**src/hdl/hpc_pkg.sv**
```systemverilog
// hpc_pkg: shared constants, register indexes and stage control type for
// the heading pi controller. No dependencies.
package hpc_pkg;

  // angle domain, 1/16 degree, held in 14 bit signed arithmetic
  localparam logic signed [13:0] HALF_TURN    = 14'sd2880;
  localparam logic signed [13:0] ONE_TURN     = 14'sd5760;
  localparam logic signed [13:0] INTEG_WINDOW = 14'sd64;
  localparam logic signed [13:0] SETTLE_ANGLE = 14'sd16;

  // rate domain, 1/16 dps
  localparam logic [11:0] RATE_MAX    = 12'd2880;
  localparam logic [16:0] SETTLE_RATE = 17'd1600;

  // drive limits in whole percent
  localparam int DRIVE_FLOOR = 10;
  localparam int DRIVE_CEIL  = 100;
  localparam int FRAC_BITS   = 16;

  localparam int CFG_IDX_W  = 3;
  localparam int CFG_DATA_W = 16;

  typedef enum logic [CFG_IDX_W-1:0] {
    REG_TARGET_HEADING      = 3'd0,
    REG_RATE_LIMIT          = 3'd1,
    REG_ANGLE_GAIN          = 3'd2,
    REG_ANGLE_INTEGRAL_GAIN = 3'd3,
    REG_RATE_GAIN           = 3'd4,
    REG_RATE_INTEGRAL_GAIN  = 3'd5
  } cfg_idx_t;

  localparam logic signed [12:0] RST_TARGET_HEADING      = 13'sd0;
  localparam logic [11:0]        RST_RATE_LIMIT          = 12'd0;
  localparam logic [15:0]        RST_ANGLE_GAIN          = 16'd16384;
  localparam logic [15:0]        RST_ANGLE_INTEGRAL_GAIN = 16'd16;
  localparam logic [15:0]        RST_RATE_GAIN           = 16'd2277;
  localparam logic [15:0]        RST_RATE_INTEGRAL_GAIN  = 16'd41;

  // load strobes for the internal pipeline stages
  typedef struct packed {
    logic s1_load;
    logic s2_load;
    logic s3_load;
  } hpc_ctl_t;

endpackage

```
**src/hdl/heading_pi_controller.sv**
```systemverilog
// heading_pi_controller: top level with configuration registers, input and
// result registers and the stage handshake. Uses hpc_pkg, hpc_error, hpc_gain.
//
//   channel | ports                                          | direction
//   input   | in_valid, in_stall, in_facing, in_yaw_rate     | sample in
//   result  | out_valid, out_stall, out_rotation_drive,      | drive out
//           | out_settled, out_heading_error                 |
//   config  | cfg_we, cfg_idx, cfg_data                      | write only
//
// one sample per cycle unless in_stall; a result passes s1, s2, s3 and the
// output register after its input transfer. the rate is set by the integral
// update in hpc_error, one add and saturate per cycle. every stage holds its
// own valid bit, so bubbles close up and input keeps flowing while a result
// waits. reset clears valids, integrals and configuration to their defaults.
module heading_pi_controller #(
  parameter int ACC_WIDTH = 24
) (
  input  logic                              clk,
  input  logic                              rst_n,
  input  logic                              in_valid,
  output logic                              in_stall,
  input  logic signed [12:0]                in_facing,
  input  logic signed [15:0]                in_yaw_rate,
  output logic                              out_valid,
  input  logic                              out_stall,
  output logic signed [7:0]                 out_rotation_drive,
  output logic                              out_settled,
  output logic signed [12:0]                out_heading_error,
  input  logic                              cfg_we,
  input  logic [hpc_pkg::CFG_IDX_W-1:0]     cfg_idx,
  input  logic [hpc_pkg::CFG_DATA_W-1:0]    cfg_data
);
  import hpc_pkg::*;

  localparam int PW   = ACC_WIDTH + 18;
  localparam int DQ_W = PW - FRAC_BITS;

  // configuration
  logic signed [12:0] target_r;
  logic [11:0]        rate_limit_r;
  logic [15:0]        angle_gain_r, angle_igain_r, rate_gain_r, rate_igain_r;

  always_ff @(posedge clk) begin
    if (!rst_n) begin
      target_r      <= RST_TARGET_HEADING;
      rate_limit_r  <= RST_RATE_LIMIT;
      angle_gain_r  <= RST_ANGLE_GAIN;
      angle_igain_r <= RST_ANGLE_INTEGRAL_GAIN;
      rate_gain_r   <= RST_RATE_GAIN;
      rate_igain_r  <= RST_RATE_INTEGRAL_GAIN;
    end else if (cfg_we) begin
      case (cfg_idx)
        REG_TARGET_HEADING:      target_r      <= cfg_data[12:0];
        REG_RATE_LIMIT:          rate_limit_r  <= cfg_data[11:0];
        REG_ANGLE_GAIN:          angle_gain_r  <= cfg_data;
        REG_ANGLE_INTEGRAL_GAIN: angle_igain_r <= cfg_data;
        REG_RATE_GAIN:           rate_gain_r   <= cfg_data;
        REG_RATE_INTEGRAL_GAIN:  rate_igain_r  <= cfg_data;
        default: ;
      endcase
    end
  end

  // stage valids and handshake
  logic     s0_v_r, s1_v_r, s2_v_r, s3_v_r, out_v_r;
  logic     o_free, s3_free, s2_free, s1_free, s0_free, out_load, in_load;
  hpc_ctl_t ctl;

  always_comb begin
    o_free      = !out_v_r || !out_stall;
    s3_free     = !s3_v_r || o_free;
    s2_free     = !s2_v_r || s3_free;
    s1_free     = !s1_v_r || s2_free;
    s0_free     = !s0_v_r || s1_free;
    ctl.s1_load = s1_free && s0_v_r;
    ctl.s2_load = s2_free && s1_v_r;
    ctl.s3_load = s3_free && s2_v_r;
    out_load    = o_free && s3_v_r;
    in_load     = s0_free && in_valid;
  end

  assign in_stall  = !s0_free;
  assign out_valid = out_v_r;

  always_ff @(posedge clk) begin
    if (!rst_n) begin
      s0_v_r  <= 1'b0;
      s1_v_r  <= 1'b0;
      s2_v_r  <= 1'b0;
      s3_v_r  <= 1'b0;
      out_v_r <= 1'b0;
    end else begin
      if (s0_free) s0_v_r  <= in_valid;
      if (s1_free) s1_v_r  <= s0_v_r;
      if (s2_free) s2_v_r  <= s1_v_r;
      if (s3_free) s3_v_r  <= s2_v_r;
      if (o_free)  out_v_r <= s3_v_r;
    end
  end

  // input register
  logic signed [12:0] facing_r;
  logic signed [15:0] yaw_r;

  always_ff @(posedge clk) begin
    if (in_load) begin
      facing_r <= in_facing;
      yaw_r    <= in_yaw_rate;
    end
  end

  logic signed [12:0]          err1, err3;
  logic                        settled1, settled3;
  logic [11:0]                 lim1;
  logic signed [ACC_WIDTH-1:0] ang_acc, rate_acc;
  logic signed [PW-1:0]        drive_sum, cap_sum;

  hpc_error #(.ACC_WIDTH(ACC_WIDTH)) u_error (
    .clk            (clk),
    .rst_n          (rst_n),
    .ctl            (ctl),
    .facing         (facing_r),
    .yaw_rate       (yaw_r),
    .target_heading (target_r),
    .rate_limit     (rate_limit_r),
    .err_r          (err1),
    .settled_r      (settled1),
    .lim_r          (lim1),
    .ang_acc_r      (ang_acc),
    .rate_acc_r     (rate_acc)
  );

  hpc_gain #(.ACC_WIDTH(ACC_WIDTH)) u_gain (
    .clk                 (clk),
    .ctl                 (ctl),
    .err                 (err1),
    .settled             (settled1),
    .lim                 (lim1),
    .ang_acc             (ang_acc),
    .rate_acc            (rate_acc),
    .angle_gain          (angle_gain_r),
    .angle_integral_gain (angle_igain_r),
    .rate_gain           (rate_gain_r),
    .rate_integral_gain  (rate_igain_r),
    .drive_sum_r         (drive_sum),
    .cap_sum_r           (cap_sum),
    .err3_r              (err3),
    .settled3_r          (settled3)
  );

  // truncate towards zero, clamp the limit, then clamp the drive
  logic signed [PW-1:0]   drv_adj;
  logic signed [DQ_W-1:0] drv_q, cap_q;
  logic [7:0]             cap;
  logic signed [8:0]      cap_s;
  logic signed [7:0]      drive_nxt;

  always_comb begin
    drv_adj = drive_sum + (drive_sum[PW-1] ? PW'((1 << FRAC_BITS) - 1) : PW'(0));
    drv_q   = drv_adj[PW-1:FRAC_BITS];
    cap_q   = cap_sum[PW-1:FRAC_BITS];
    if (cap_q < DRIVE_FLOOR) begin
      cap = 8'(DRIVE_FLOOR);
    end else if (cap_q > DRIVE_CEIL) begin
      cap = 8'(DRIVE_CEIL);
    end else begin
      cap = cap_q[7:0];
    end
    cap_s = $signed({1'b0, cap});
    if (drv_q > cap_s) begin
      drive_nxt = cap_s[7:0];
    end else if (drv_q < -cap_s) begin
      drive_nxt = 8'(-cap_s);
    end else begin
      drive_nxt = drv_q[7:0];
    end
  end

  logic signed [7:0]  out_drive_r;
  logic               out_settled_r;
  logic signed [12:0] out_err_r;

  always_ff @(posedge clk) begin
    if (out_load) begin
      out_settled_r <= settled3;
      out_drive_r   <= settled3 ? 8'sd0 : drive_nxt;
      out_err_r     <= settled3 ? 13'sd0 : err3;
    end
  end

  assign out_rotation_drive = out_drive_r;
  assign out_settled        = out_settled_r;
  assign out_heading_error  = out_err_r;

endmodule

```
**src/hdl/hpc_error.sv**
```systemverilog
// hpc_error: heading error, rate shortfall and the two saturating integrals.
// Depends on hpc_pkg. The integral registers double as this stage's output.
module hpc_error #(
  parameter int ACC_WIDTH = 24
) (
  input  logic                        clk,
  input  logic                        rst_n,
  input  hpc_pkg::hpc_ctl_t           ctl,
  input  logic signed [12:0]          facing,
  input  logic signed [15:0]          yaw_rate,
  input  logic signed [12:0]          target_heading,
  input  logic [11:0]                 rate_limit,
  output logic signed [12:0]          err_r,
  output logic                        settled_r,
  output logic [11:0]                 lim_r,
  output logic signed [ACC_WIDTH-1:0] ang_acc_r,
  output logic signed [ACC_WIDTH-1:0] rate_acc_r
);
  import hpc_pkg::*;

  localparam int SUM_W = ((ACC_WIDTH > 18) ? ACC_WIDTH : 18) + 1;

  logic signed [13:0]          tgt_ext, tgt_w, err_raw, aerr_raw, err_wrap, aerr_wrap;
  logic signed [16:0]          yaw_ext;
  logic [16:0]                 ayaw;
  logic [11:0]                 lim;
  logic signed [17:0]          shortfall;
  logic signed [SUM_W-1:0]     ang_sum, rate_sum;
  logic signed [ACC_WIDTH-1:0] ang_sat, rate_sat;
  logic                        in_window, settle;
  logic signed [ACC_WIDTH-1:0] ang_acc_nxt, rate_acc_nxt;

  function automatic logic signed [ACC_WIDTH-1:0] sat_acc(input logic signed [SUM_W-1:0] v);
    logic fits;
    fits = (v[SUM_W-1:ACC_WIDTH-1] == {(SUM_W-ACC_WIDTH+1){1'b0}}) ||
           (v[SUM_W-1:ACC_WIDTH-1] == {(SUM_W-ACC_WIDTH+1){1'b1}});
    if (fits) begin
      sat_acc = v[ACC_WIDTH-1:0];
    end else if (v[SUM_W-1]) begin
      sat_acc = {1'b1, {(ACC_WIDTH-1){1'b0}}};
    end else begin
      sat_acc = {1'b0, {(ACC_WIDTH-1){1'b1}}};
    end
  endfunction

  always_comb begin
    tgt_ext = {target_heading[12], target_heading};
    if (tgt_ext > HALF_TURN) begin
      tgt_w = tgt_ext - ONE_TURN;
    end else if (tgt_ext < -HALF_TURN) begin
      tgt_w = tgt_ext + ONE_TURN;
    end else begin
      tgt_w = tgt_ext;
    end

    err_raw  = tgt_w - {facing[12], facing};
    aerr_raw = err_raw[13] ? -err_raw : err_raw;
    in_window = aerr_raw < INTEG_WINDOW;

    if (err_raw > HALF_TURN) begin
      err_wrap = err_raw - ONE_TURN;
    end else if (err_raw < -HALF_TURN) begin
      err_wrap = err_raw + ONE_TURN;
    end else begin
      err_wrap = err_raw;
    end
    aerr_wrap = err_wrap[13] ? -err_wrap : err_wrap;

    yaw_ext = {yaw_rate[15], yaw_rate};
    ayaw    = yaw_rate[15] ? 17'(-yaw_ext) : 17'(yaw_ext);
    lim     = (rate_limit > RATE_MAX) ? RATE_MAX : rate_limit;
    shortfall = $signed({6'd0, lim}) - $signed({1'b0, ayaw});

    settle = (aerr_wrap < SETTLE_ANGLE) && (ayaw < SETTLE_RATE);

    ang_sum  = $signed({{(SUM_W-ACC_WIDTH){ang_acc_r[ACC_WIDTH-1]}}, ang_acc_r}) +
               $signed({{(SUM_W-14){err_raw[13]}}, err_raw});
    rate_sum = $signed({{(SUM_W-ACC_WIDTH){rate_acc_r[ACC_WIDTH-1]}}, rate_acc_r}) +
               $signed({{(SUM_W-18){shortfall[17]}}, shortfall});
    ang_sat  = sat_acc(ang_sum);
    rate_sat = sat_acc(rate_sum);

    // a settled item clears both integrals; its drive is forced to zero later
    if (settle) begin
      ang_acc_nxt  = '0;
      rate_acc_nxt = '0;
    end else begin
      ang_acc_nxt  = in_window ? ang_sat : '0;
      rate_acc_nxt = rate_sat;
    end
  end

  always_ff @(posedge clk) begin
    if (!rst_n) begin
      ang_acc_r  <= '0;
      rate_acc_r <= '0;
    end else if (ctl.s1_load) begin
      ang_acc_r  <= ang_acc_nxt;
      rate_acc_r <= rate_acc_nxt;
    end
  end

  always_ff @(posedge clk) begin
    if (ctl.s1_load) begin
      err_r     <= err_wrap[12:0];
      settled_r <= settle;
      lim_r     <= lim;
    end
  end

endmodule

```
**src/hdl/hpc_gain.sv**
```systemverilog
// hpc_gain: gain products (one register stage) and the drive and limit sums
// (a second register stage). Depends on hpc_pkg.
module hpc_gain #(
  parameter int ACC_WIDTH = 24
) (
  input  logic                         clk,
  input  hpc_pkg::hpc_ctl_t            ctl,
  input  logic signed [12:0]           err,
  input  logic                         settled,
  input  logic [11:0]                  lim,
  input  logic signed [ACC_WIDTH-1:0]  ang_acc,
  input  logic signed [ACC_WIDTH-1:0]  rate_acc,
  input  logic [15:0]                  angle_gain,
  input  logic [15:0]                  angle_integral_gain,
  input  logic [15:0]                  rate_gain,
  input  logic [15:0]                  rate_integral_gain,
  output logic signed [ACC_WIDTH+17:0] drive_sum_r,
  output logic signed [ACC_WIDTH+17:0] cap_sum_r,
  output logic signed [12:0]           err3_r,
  output logic                         settled3_r
);
  import hpc_pkg::*;

  localparam int PI_W = ACC_WIDTH + 17;
  localparam int PW   = ACC_WIDTH + 18;

  logic signed [29:0]   p_ang_nxt, p_ang_r;
  logic signed [PI_W-1:0] p_ai_nxt, p_ai_r, p_ri_nxt, p_ri_r;
  logic [27:0]          p_rg_nxt, p_rg_r;
  logic signed [12:0]   err2_r;
  logic                 settled2_r;

  always_comb begin
    p_ang_nxt = $signed({1'b0, angle_gain}) * err;
    p_ai_nxt  = $signed({1'b0, angle_integral_gain}) * ang_acc;
    p_rg_nxt  = rate_gain * lim;
    p_ri_nxt  = $signed({1'b0, rate_integral_gain}) * rate_acc;
  end

  always_ff @(posedge clk) begin
    if (ctl.s2_load) begin
      p_ang_r    <= p_ang_nxt;
      p_ai_r     <= p_ai_nxt;
      p_rg_r     <= p_rg_nxt;
      p_ri_r     <= p_ri_nxt;
      err2_r     <= err;
      settled2_r <= settled;
    end
  end

  always_ff @(posedge clk) begin
    if (ctl.s3_load) begin
      drive_sum_r <= PW'(p_ang_r) + PW'(p_ai_r);
      cap_sum_r   <= $signed(PW'(p_rg_r)) + PW'(p_ri_r);
      err3_r      <= err2_r;
      settled3_r  <= settled2_r;
    end
  end

endmodule
```
**config.mk**
```make
export PLATFORM = sky130hd
export DESIGN_NAME = heading_pi_controller
export DESIGN_NICKNAME = d
export VERILOG_FILES = /design/src/hdl/hpc_pkg.sv /design/src/hdl/heading_pi_controller.sv /design/src/hdl/hpc_error.sv /design/src/hdl/hpc_gain.sv
export SDC_FILE = /design/constraint.sdc
export NUM_CORES = 2
export LEC_CHECK = 0
export BUFFER_PORTS_ARGS = -buffer_cell sky130_fd_sc_hd__buf_4
export CORE_MARGIN = 2
export CORE_UTILIZATION = 60
export CTS_BUF_LIST = sky130_fd_sc_hd__clkbuf_4 sky130_fd_sc_hd__clkbuf_8
export CTS_CLUSTER_DIAMETER = 30
export DETAILED_ROUTE_END_ITERATION = 10
export GPL_ROUTABILITY_DRIVEN = 0
export PLACE_DENSITY = 0.9
export SYNTH_ARGS = -nofsm -noshare
export SYNTH_HDL_FRONTEND = slang
export SYNTH_SLANG_ARGS = --single-unit
```
**constraint.sdc**
```tcl
create_clock -name clk -period 8.5 [get_ports clk]
set_input_delay 0.425 -clock clk [delete_from_list [all_inputs] [get_ports clk]]
set_output_delay 0.425 -clock clk [all_outputs]
set_load 0.05 [all_outputs]
```
==> summary.md <==
| Metric | Value |
|---|---|
| Initial DRT Pass Iterations | `8` |
| Post-synthesis async set-or-reset flop share | `0%` |
| TNS Setup | `0 ns` |
| Die Area | `109,000 sq um` |
| RSZ-0062 raised after global routing | `false` |
| Critical path endpoint category | `flop` |
| Critical Path Max Stage Delay | `0.66 ns` |
| Sequential Power Share | `25.1%` |
| Most used cell, CP | `fa_1` |
| Most common library cells after synthesis | `inv_1, nand2_1, fa_1, ha_1, and2_1` |
| Comb power frac | `54.1%` |
| Sw Ratio | `45.6%` |
| Core area | `106,000 sq um` |
| DR vias | `49,700` |
| Yosys warning count | `0` |
| Clock transition at the registers of the reported paths | `0.07 ns` |
| TritonCTS clock tree | `done` |
| Final Hold Viols | `0` |
| GR Util All Layers | `31.6%` |
| Post-synth EDFFs | `313` |
| CTS HTree Levels | `3` |
| Max Slew Vio Count | `0` |
| Syn Inst Count | `6,803` |
| Vias in the first global route | `53,900` |
| Global-route wire length before repair | `273,000 um` |
| Post-DP HPWL | `128,000 um` |
| Synth unique cells | `95` |
| Most frequent cell after synthesis | `inv_1` |
| Endpoints failing setup | `0` |
| Initial Utilization | `60.7%` |
| Worst setup SP type | `flop` |
| Die X-Extent | `331 um` |
| Area leader, netlist | `fa_1` |
| Buf/Inv on CP | `5` |
| Top layer in use | `met5` |
| Pwr dens | `180 nW/um^2` |
| Total grt overflow | `0` |
| Status | `complete, no violations` |
| WL met3 | `18,900 um` |
| Worst Path Required | `9.01 ns` |
| WL met2 | `79,900 um` |
| Worst slew margin | `13.9%` |
| Via density | `5.97` |
| Synthesized flop and latch total | `455` |
| Core Util, Final | `64.9%` |
| Share of post-route cells with drive strength above 1 | `5.48%` |
| Critical path peak fanout | `18` |
| CTS max path bufs | `3` |
| F_max | `0.123 GHz` |
| Clock Sinks | `455` |
| Initial antenna violation count | `5` |
| Leakage | `31.2 nW` |
| CP Data Arrival Time | `8.62 ns` |
| Initial DRC count | `4,746` |
| Crit-path slowest cell | `dfxtp_1` |
| Boundary pin count | `77` |
| Clock power frac | `20.8%` |
| IO Port Bufs | `76` |
| Pint | `6.70 mW` |
| Hold Crit Class | `in2reg` |
| Mapped cell area | `64,100 sq um` |
| Die height | `331 um` |
| Cts bufs inserted | `102` |
| Worst-skew pair later-pin latency | `0.77 ns` |
| Total wire length | `168,000 um` |
| Area contributors post-synth | `fa_1, edfxtp_1, ha_1` |
| Crit path kind | `reg2reg` |
| Dpl ws | `0.463 ns` |
| Final min period | `8.11 ns` |
| Syn Area/Cell | `9.42 sq um` |
| Met1 WL | `57,600 um` |
| Post-route ant nets | `0` |
| Final std cells w/o fill | `8,325` |
| Area Growth Syn to Fin | `6.92%` |
| Placed cell count | `8,097` |
| Drt drc | `0` |
| Root Driver | `clkbuf_8` |
| Top FF cell, synth | `edfxtp_1` |
| Switch Pwr | `5.62 mW` |
| Largest net degree at the start of global routing | `153` |
| Sequential area share after synthesis | `19.1%` |
| Final setup skew | `0.0424 ns` |
| Crit path max-delay family | `adder cells` |
| Fillers | `7,215` |
| Maximum VDD drop | `0.000291 V` |
| NumNets Final | `8,510` |
| Synth top area share | `32.9%` |
| Std cell rows | `119` |
| WL per Instance | `20.2 um` |
| Least-Margin Pin Slew | `1.29 ns` |
| Min setup slack post-route | `0.387 ns` |
| Maxcap violations | `0` |
| Final period util | `95.4%` |
-- cell families (layout without fill, tap and decap cells) --
family	after synthesis	count (layout)	synth area share [%]
and+or+nand+nor	2162	2163	16.0
adders and majority gates	1615	1615	43.9
buffers and inverters	1496	1606	8.80
AOI/OAI and AO/OA	777	777	8.14
DFF	455	455	19.1
xor gates and xnor gates	284	284	3.91
muxes	12	12	0.191
other	2	22	0.0117
-- registers in the layout (all words and copies together), names as in the netlist, 24 cells and up --
name,cells
u_gain.p_ang_r,30
u_gain.drive_sum_r,42
u_gain.p_ri_r,41
u_error.ang_acc_r,24
u_gain.p_rg_r,28
u_gain.cap_sum_r,26
u_error.rate_acc_r,24
u_gain.p_ai_r,41
-- routing by layer --
layer | GRT usage (%) | up-vias
li1 | - | 21500
met3 | 7.88 | 819
met5 | 0 | -
met2 | 52.2 | 3049
met1 | 37.0 | 24400
met4 | 20.0 | 2
-- cells in the final DEF (no fill, tap or decap), types with 31 or more instances in the layout --
cell type | synthesis | final
a21boi_0 | 90 | 89
nor2_1 | 215 | 215
inv_1 | 1240 | 1240
xor2_1 | 78 | 78
a21oi_1 | 170 | 170
edfxtp_1 | 313 | 313
dlygate4sd3_1 | 0 | 31
o21a_1 | 50 | 50
buf_4 | 1 | 141
xnor2_1 | 204 | 204
nor3_1 | 58 | 57
nand2b_1 | 52 | 52
o21ai_0 | 160 | 160
dfxtp_1 | 142 | 140
ha_1 | 560 | 560
nor2b_1 | 67 | 63
nand2_1 | 1073 | 1073
fa_1 | 1053 | 1053
a21o_1 | 60 | 60
nand3_1 | 72 | 72
and2_1 | 467 | 467
clkbuf_8 | 0 | 105
-- worst min-delay path: stages --
cell,delay [ns]
buf_4,0.11
a21oi_1,0.08
nor2b_1,0.13
-- per-stage QoR --
stage / hold slack, ns / power (mW) / area, sq um
2_1_floorplan: 0.400 / 7.50 / 64100
3_3_place_gp: 0.402 / 9.08 / 66000
3_5_place_dp: 0.405 / 9.46 / 66000
4_1_cts: 0.0112 / 12.1 / 68500
5_1_grt: 0.0351 / 13.0 / 68500
6_report: 0.0360 / 12.3 / 68500
-- power groups by stage --
stage	Sequential (mW)	Clock [mW]	Combinational (mW)
5_1_grt	3.10	2.67	7.27
6_report	3.09	2.56	6.66
2_1_floorplan	2.94	0	4.56
4_1_cts	3.07	2.55	6.47
3_5_place_dp	3.11	0	6.35
3_3_place_gp	3.09	0	5.98
-- final timing paths --
kind	slack, ns	depth (start not counted)	end	startpoint
min	0.04	3	out_valid	out_stall
min reg2reg	0.42	0	u_gain.err3_r[5]	u_gain.err2_r[5]
max reg2reg	0.39	26	u_gain.p_ri_r[40]	rate_igain_r[7]
max	0.39	26	u_gain.p_ri_r[40]	rate_igain_r[7]
-- repair_timing --
| item | 4_1_cts | 5_1_grt |
|---|---|---|
| resized for setup | 0 | 4 |
| hold buffers | 31 | 0 |
| endpoints found under the hold margin | 31 | 0 |
| setup endpoints to repair | 0 | 24 |
| setup buffers | 0 | 2 |
-- cell type report --
| class | instances | area (sq um) | area share, % |
|---|---|---|---|
| multi-input combinational | 4870 | 46300 | 67.6 |
| sequential | 455 | 12200 | 17.9 |
| inverter | 1242 | 4660 | 6.80 |
| tap | 1391 | 1740 | 2.54 |
| clock buffer | 120 | 1560 | 2.27 |
| timing repair buffer | 173 | 1390 | 2.03 |
| clock inverter | 71 | 571 | 0.833 |
| antenna | 3 | 7.51 | 0.0110 |
Note: power is estimated with default switching activity, not from simulation.
